### config.mk
export PLATFORM = sky130hd
export DESIGN_NAME = sidm_ctrl
export DESIGN_NICKNAME = d
export VERILOG_FILES = /design/src/hw/rtl/sidm_pkg.sv /design/src/hw/rtl/sidm_ctrl.sv
export SDC_FILE = /design/constraint.sdc
export NUM_CORES = 1
export LEC_CHECK = 0
export BUFFER_PORTS_ARGS = -buffer_cell sky130_fd_sc_hd__clkbuf_2
export CAP_MARGIN = 20
export CORE_AREA = 2 2 39 41
export DETAILED_ROUTE_END_ITERATION = 10
export DIE_AREA = 0 0 41 43
export GPL_TIMING_DRIVEN = 0
export PLACE_DENSITY_LB_ADDON = 0.05
export RECOVER_POWER = 100
export SLEW_MARGIN = 15
export SYNTH_ARGS = -nofsm -noshare
export SYNTH_HDL_FRONTEND = slang
export SYNTH_SLANG_ARGS = --single-unit
### constraint.sdc
create_clock -name clk -period 1.9 [get_ports clk]
set_clock_uncertainty 0.2 [all_clocks]
set_input_delay 0.095 -clock clk [delete_from_list [all_inputs] [get_ports clk]]
set_output_delay 0.095 -clock clk [all_outputs]
set_load 0.03 [all_outputs]
### src/hw/rtl/sidm_pkg.sv
// sidm_pkg: shared widths, operation and status codes, controller/datapath structs
// depends on nothing; used by the interfaces, the controller, the datapath and the top level
`default_nettype none

package sidm_pkg;

  localparam int MAX_SEGMENTS_DEF = 256;
  localparam int SEG_WORDS_DEF    = 1024;

  localparam int OP_W   = 2;
  localparam int ID_W   = 8;
  localparam int OFF_W  = 10;
  localparam int LEN_W  = 11;
  localparam int WORD_W = 32;
  localparam int ST_W   = 3;
  // wide enough to compare against any SEG_WORDS or MAX_SEGMENTS in range
  localparam int CMP_W  = 21;

  typedef enum logic [OP_W-1:0] {
    OP_MAP   = 2'd0,
    OP_UNMAP = 2'd1,
    OP_LOAD  = 2'd2,
    OP_STORE = 2'd3
  } op_e;

  typedef enum logic [ST_W-1:0] {
    ST_OK       = 3'd0,
    ST_NO_ID    = 3'd1,
    ST_UNMAPPED = 3'd2,
    ST_OFFSET   = 3'd3,
    ST_LENGTH   = 3'd4
  } status_e;

  typedef struct packed {
    logic             mapped;
    logic [LEN_W-1:0] len;
  } seg_entry_t;

  typedef struct packed {
    logic capture;
    logic decide;
    logic zero;
    logic emit;
  } sidm_cmd_t;

  typedef struct packed {
    logic need_zero;
    logic zero_last;
    logic out_free;
  } sidm_stat_t;

endpackage

`default_nettype wire

### src/hw/rtl/sidm_ctrl.sv
// sidm_ctrl: sequencing state machine for one transaction at a time
// depends on sidm_pkg (command and status structs)
`default_nettype none

module sidm_ctrl (
  input  wire logic              clk,
  input  wire logic              rst_n,
  input  wire logic              in_valid,
  output logic                   in_ready,
  input  wire sidm_pkg::sidm_stat_t stat,
  output sidm_pkg::sidm_cmd_t    cmd
);

  typedef enum logic [4:0] {
    S_IDLE   = 5'b00001,
    S_LOOK   = 5'b00010,
    S_DECIDE = 5'b00100,
    S_ZERO   = 5'b01000,
    S_RESP   = 5'b10000
  } state_t;

  state_t state_r, state_nxt;

  always_comb begin
    state_nxt = state_r;
    unique case (state_r)
      S_IDLE:   if (in_valid) state_nxt = S_LOOK;
      S_LOOK:   state_nxt = S_DECIDE;
      S_DECIDE: state_nxt = stat.need_zero ? S_ZERO : S_RESP;
      S_ZERO:   if (stat.zero_last) state_nxt = S_RESP;
      S_RESP:   if (stat.out_free) state_nxt = S_IDLE;
      default:  state_nxt = S_IDLE;
    endcase
  end

  always_ff @(posedge clk) begin
    if (!rst_n) begin
      state_r <= S_IDLE;
    end else begin
      state_r <= state_nxt;
    end
  end

  assign in_ready     = (state_r == S_IDLE);
  assign cmd.capture  = (state_r == S_IDLE) && in_valid;
  assign cmd.decide   = (state_r == S_DECIDE);
  assign cmd.zero     = (state_r == S_ZERO);
  assign cmd.emit     = (state_r == S_RESP) && stat.out_free;

endmodule

`default_nettype wire

==> results.yml, run 1 <==
critical_path:
  cpLargestDelayFamily: "simple AND/OR/NAND/NOR gates"
  cp_max_fo: 6
  cp-start-kind: "flop"
  end_kind: "output port"
  required_ps: 1600
  path_cells: "or3_1 > nor2_1 > clkbuf_1"
  worst-path-buf-inv: 1
  critPathKind: "flop to output port"
  reg2regPathDepth: 4
  critPathMaxStageDelay_ps: 440
  critPathSlowestCell: "or3_1"
  arrival_ps: 1480
  r2r_slack_ps: 160
  worstSetupPathDepth: 3
timing:
  slew_viol_final: 0
  max_freq_mhz: 562
  min_period_ps: 1780
  period_share: 0.936
  finalSetupViolCount: 0
  slew_headroom: 0.758
  setup_tns_ps: 0
  rsz0062_at_grt: "no"
  setup_slack_ps: 122
  max_slew.worst_pin.slew_ps: 364
  hold_viol: 0
clock_tree:
  root_buffer: "clkbuf_4"
  cts_tree: "done"
  clkTransAtPathRegs_ps: 40
  clkSinkCount: 5
  cts_max_path_buffers: 2
  cts_made_buffers: 3
  cts.repair.resized: 0
  ctsHtreeMaxLevel: 1
  clk_latency_ps: 250
grt:
  grt_use_total: 0.109
  grt_overflow: 0
  antenna_found_initial: 0
  grt_first_pass_wirelength_um: 1240
  grt_max_degree: 7
  grt_pass1_vias: 326
floorplan:
  rows: 14
  core_area_um2: 1380
  fp.dieH_um: 43
  pin_count: 11
  initial_core_util: 0.203
  die_area_um2: 1760
  die_w_um: 41
yosys:
  ys_types: 20
  synth-seq-area-share: 0.357
  avgSynthCellArea_um2: 8.24
  synth_nets: 40
  synth-seq-cells: 5
  netlist_instances: 34
  yosys_warnings: 0
  syn_area_um2: 280
finish:
  final_nets: 60
  layout-drive-gt1-share: 0.226
  area_growth_pct: 46.9
  max_flop_register: "state_r"
  area.sequential_um2: 100
  layout_common_cells: "6 x nor2_1, 6 x clkbuf_2, 5 x clkbuf_1, 5 x dlygate4sd3_1, 5 x dfxtp_1"
  num_antenna_cells: 0
  largest_registers: "state_r x5"
  nFillCells: 145
  multi_input_area_um2: 166
  largest_reg_flops: 5
run_status:
  outcome: "finished clean"
routing:
  wl_per_cell_um: 9.84
  dr.first_iter.drc_count: 1
  post_drt_via_cell_ratio: 4.48
  firstDrtPassIters: 4
  drt.antenna.violating_nets: 0
  routed_wl_um: 679
  drc: 0
  vias: 309
hold_path:
  hold_class: "input port to flop"
  hold_depth: 3
job:
  drv_cap: 0
power_and_ir_drop:
  share_seq_of_total_power: 0.373
  combPwrFrac: 0.223
  peakVddDrop_uv: 259
  p_leak_nw: 0.166
  p_clk_frac: 0.404
  internal-power_uw: 223
  p_switching_uw: 99.2
  p_per_area_nw_per_um2: 782
  p_sw_frac: 0.308
placed_design:
  pre_cts_ws_ps: 242
  gp_congestion: 0.769
  portBuffers: 10
  dp_hpwl_um: 505
## worst reg2reg max path: stages (launching register included)
cell	delay, ps
dfxtp_1	420
nor2_1	60
and3_2	230
and3_1	180
dlygate4sd3_1	540
## metal layers
layer / up-vias / part of all wire / GRT usage
li1: 161 / - / -
met1: 139 / 0.44 / 0.113
met2: 7 / 0.49 / 0.163
met3: 2 / 0.041 / 0.0471
met4: 0 / 0.028 / 0.0800
met5: - / 0 / 0
## cell families after synthesis
logic type / share of synthesized area
buffers and inverters: 0.0134
flip-flops: 0.357
AND/OR/NAND/NOR: 0.411
AO/OA/AOI/OAI: 0.188
XOR/XNOR: 0.0313
## what timing repair did
item,4_1_cts,5_1_grt
buffers inserted,0,0
hold buffers,5,0
hold endpoints to repair,5,0
## per-stage QoR
step           power (mW)  hold WS, ps  instance area [um^2]   util  std cells
2_1_floorplan       0.170        -6.36                   280      -         34
3_3_place_gp        0.191          141                   350  0.253         60
3_5_place_dp        0.191          153                   350  0.253         60
4_1_cts             0.330         29.5                   427  0.308         69
5_1_grt             0.343         37.1                   412  0.297         69
6_report            0.322         18.2                   412  0.297         69
## path summary, 6_finish.rpt
path / start / endpoint
worst max-delay path: state_r[0]$_SDFFE_PN1P_ / cmd[1]
worst min-delay path: stat[0] / state_r[0]$_SDFFE_PN1P_
worst min register to register: state_r[4]$_SDFFE_PN0P_ / state_r[2]$_SDFFE_PN0P_
worst max register to register: state_r[1]$_SDFFE_PN0P_ / state_r[1]$_SDFFE_PN0P_
## layout make-up
| type | count | area share |
|---|---|---|
| tap | 16 | 0.0486 |
| inverter | 1 | 0.00912 |
| clock buffer | 4 | 0.0638 |
| timing repair buffer | 15 | 0.231 |
| multi-input combinational | 28 | 0.404 |
| sequential | 5 | 0.243 |
## Yosys cell counts
cell      count  area [um^2]
nand2_1       2         7.51
or3_4         2         22.5
a21oi_1       1         5.00
xor2_1        1         8.76
nand2b_1      3         18.8
and3_2        1         7.51
inv_1         1         3.75
o22ai_1       1         6.26
and3_1        1         6.26
nor2_1        6         22.5
and2_1        1         6.26
nand3_1       2         10.0
and4_1        1         8.76
nor3_1        1         5.00
dfxtp_1       5          100
o211ai_1      1         7.51
a211o_2       1         10.0
o21ai_2       1         8.76
o21a_1        1         7.51
a21boi_1      1         7.51
## power groups by stage
| stage | logic (mW) | registers (mW) | clock network [mW] |
|---|---|---|---|
| after floorplan | 0.0497 | 0.120 | 0 |
| after global placement | 0.0687 | 0.122 | 0 |
| after detailed placement | 0.0683 | 0.122 | 0 |
| after CTS | 0.0778 | 0.120 | 0.132 |
| after global routing | 0.0812 | 0.122 | 0.140 |
| final | 0.0718 | 0.120 | 0.130 |
Power figures use the tool's default switching activity.
==> inputs of run 2 (changes only) <==
Settings changed: PLACE_DENSITY from default to 0.51, PLACE_DENSITY_LB_ADDON 0.05 to default.
==> run 2 against run 1 <==
Design area fell by 0.30%. Global-route usage fell by 1.4 points. Highest routed layer unchanged. Critical endpoint is now state_r[0]$_SDFFE_PN1P_. Sequential power barely moved. Cell count did not move. Worst setup slack improved by 24 ps.
==> results.yml, run 2 (synthesis gave the netlist of run 1 again) <==
routing:
  drt.antenna.violating_nets: 0
  wl_per_cell_um: 9.64
  routed_wl_um: 665
  firstDrtPassIters: 4
  post_drt_via_cell_ratio: 4.29
  dr.first_iter.drc_count: 5
  drc: 0
  vias: 296
finish:
  nFillCells: 154
  area_growth_pct: 46.4
  final_nets: 60
  max_flop_register: "state_r"
  largest_registers: "state_r x5"
  num_antenna_cells: 0
  final_common_cell: "clkbuf_2"
  utilization: 0.297
  layout-drive-gt1-share: 0.245
  layout_common_cells: "8 x clkbuf_2, 6 x nor2_1, 5 x dlygate4sd3_1, 5 x dfxtp_1"
  largest_reg_flops: 5
floorplan:
  fp.dieH_um: 43
  initial_core_util: 0.203
  rows: 14
  die_w_um: 41
  die_area_um2: 1760
  core_area_um2: 1380
  pin_count: 11
critical_path:
  cp_max_fo: 6
  critPathSlowestCell: "or3_1"
  arrival_ps: 1670
  worstReg2RegStart: "state_r[0]$_SDFFE_PN1P_"
  cp-endpoint: "state_r[0]$_SDFFE_PN1P_"
  critPathMaxStageDelay_ps: 440
  r2r_slack_ps: 150
  required_ps: 1810
  reg2regPathDepth: 4
  startpoint: "state_r[0]$_SDFFE_PN1P_"
  path_cells: "or3_1 > or3_1 > o21ai_0 > o211ai_1"
  worstReg2RegEnd: "state_r[0]$_SDFFE_PN1P_"
  crit_top_cell: "or3_1"
  cp-start-kind: "flop"
  critPathKind: "flop to flop"
  end_kind: "flop"
clock_tree:
  clk_latency_ps: 240
  cts_made_buffers: 3
  root_buffer: "clkbuf_4"
  cts_max_path_buffers: 2
  cts.repair.resized: 0
  clkSinkCount: 5
  clkTransAtPathRegs_ps: 40
  ctsHtreeMaxLevel: 1
  cts_tree: "done"
grt:
  grt_max_degree: 7
  antenna_found_initial: 0
  grt_use_total: 0.0944
  grt_first_pass_wirelength_um: 1030
  grt_overflow: 0
  grt_pass1_vias: 276
power_and_ir_drop:
  peakVddDrop_uv: 323
  p_leak_nw: 0.171
  p_per_area_nw_per_um2: 767
timing:
  max_freq_mhz: 570
  slew_headroom: 0.760
  setup_tns_ps: 0
  slew_viol_final: 0
  min_period_ps: 1750
  rsz0062_at_grt: "no"
  finalSetupViolCount: 0
  max_slew.worst_pin.slew_ps: 361
  hold_viol: 0
  period_share: 0.923
placed_design:
  gp_congestion: 0.624
  dp_hpwl_um: 471
  portBuffers: 10
run_status:
  outcome: "finished clean"
hold_path:
  hold_class: "input port to flop"
job:
  drv_cap: 0
-- run 2: cell counts in the layout (fill, tap and decap cells not counted) --
No cell type changed its count.
-- run 2: layout make-up --
class	count	area (um^2)	area share
Multi-Input combinational cell	28	163	0.396
Timing Repair Buffer	15	97.6	0.238
Tap cell	16	20.0	0.0488
Clock buffer	4	26.3	0.0640
Inverter	1	3.75	0.00915
Sequential cell	5	100	0.244
-- run 2: how the worst min path moves through the flow --
| stage | from | end | slack [ps] | depth (start not counted) |
|---|---|---|---|---|
| 5_1_grt | stat[0] | state_r[4]$_SDFFE_PN0P_ | 60 | 3 |
| 4_1_cts | stat[0] | state_r[0]$_SDFFE_PN1P_ | 30 | 3 |
| 3_3_place_gp | in_valid | state_r[1]$_SDFFE_PN0P_ | 150 | 2 |
| 2_1_floorplan | rst_n | state_r[0]$_SDFFE_PN1P_ | -6 | 1 |
| 3_5_place_dp | in_valid | state_r[1]$_SDFFE_PN0P_ | 150 | 2 |
| 6_report | stat[0] | state_r[4]$_SDFFE_PN0P_ | 60 | 3 |
-- run 2: metrics by stage --
step,hold WS [ps],setup slack [ps],total power [mW],cell area (um^2),instances
2_1_floorplan,-6.36,202,0.170,280,34
3_3_place_gp,145,232,0.190,350,60
3_5_place_dp,151,239,0.190,350,60
4_1_cts,27.9,166,0.326,427,69
5_1_grt,58.7,62.2,0.343,410,69
6_report,63.9,146,0.315,410,69
-- run 2: timing repair --
| action | 4_1_cts | 5_1_grt |
|---|---|---|
| hold buffers | 5 | 0 |
| setup endpoints to repair | 0 | 0 |
| buffers inserted | 0 | 0 |
| hold endpoints to repair | 5 | 0 |
-- run 2: per-layer routing --
metal | track usage | up-vias | part of all wire | wire length (um)
met3 | 0.0628 | 2 | 0.050 | 33
met4 | 0.0800 | 0 | 0.021 | 14
met5 | 0 | - | 0 | 0
met2 | 0.128 | 10 | 0.42 | 277
met1 | 0.0932 | 126 | 0.51 | 339
li1 | - | 158 | - | -
-- run 2: power by group --
part	internal, mW	switching, mW	total [mW]
Sequential	0.111	0.00903	0.120
Clock	0.0793	0.0424	0.122
Combinational	0.0324	0.0403	0.0727
-- run 2: critical path: cells and delay by family, from the launching register on --
family / cells / cell delay, ps
AO/OA/AOI/OAI: 2 / 220
flip-flops: 1 / 360
AND/OR/NAND/NOR: 2 / 840
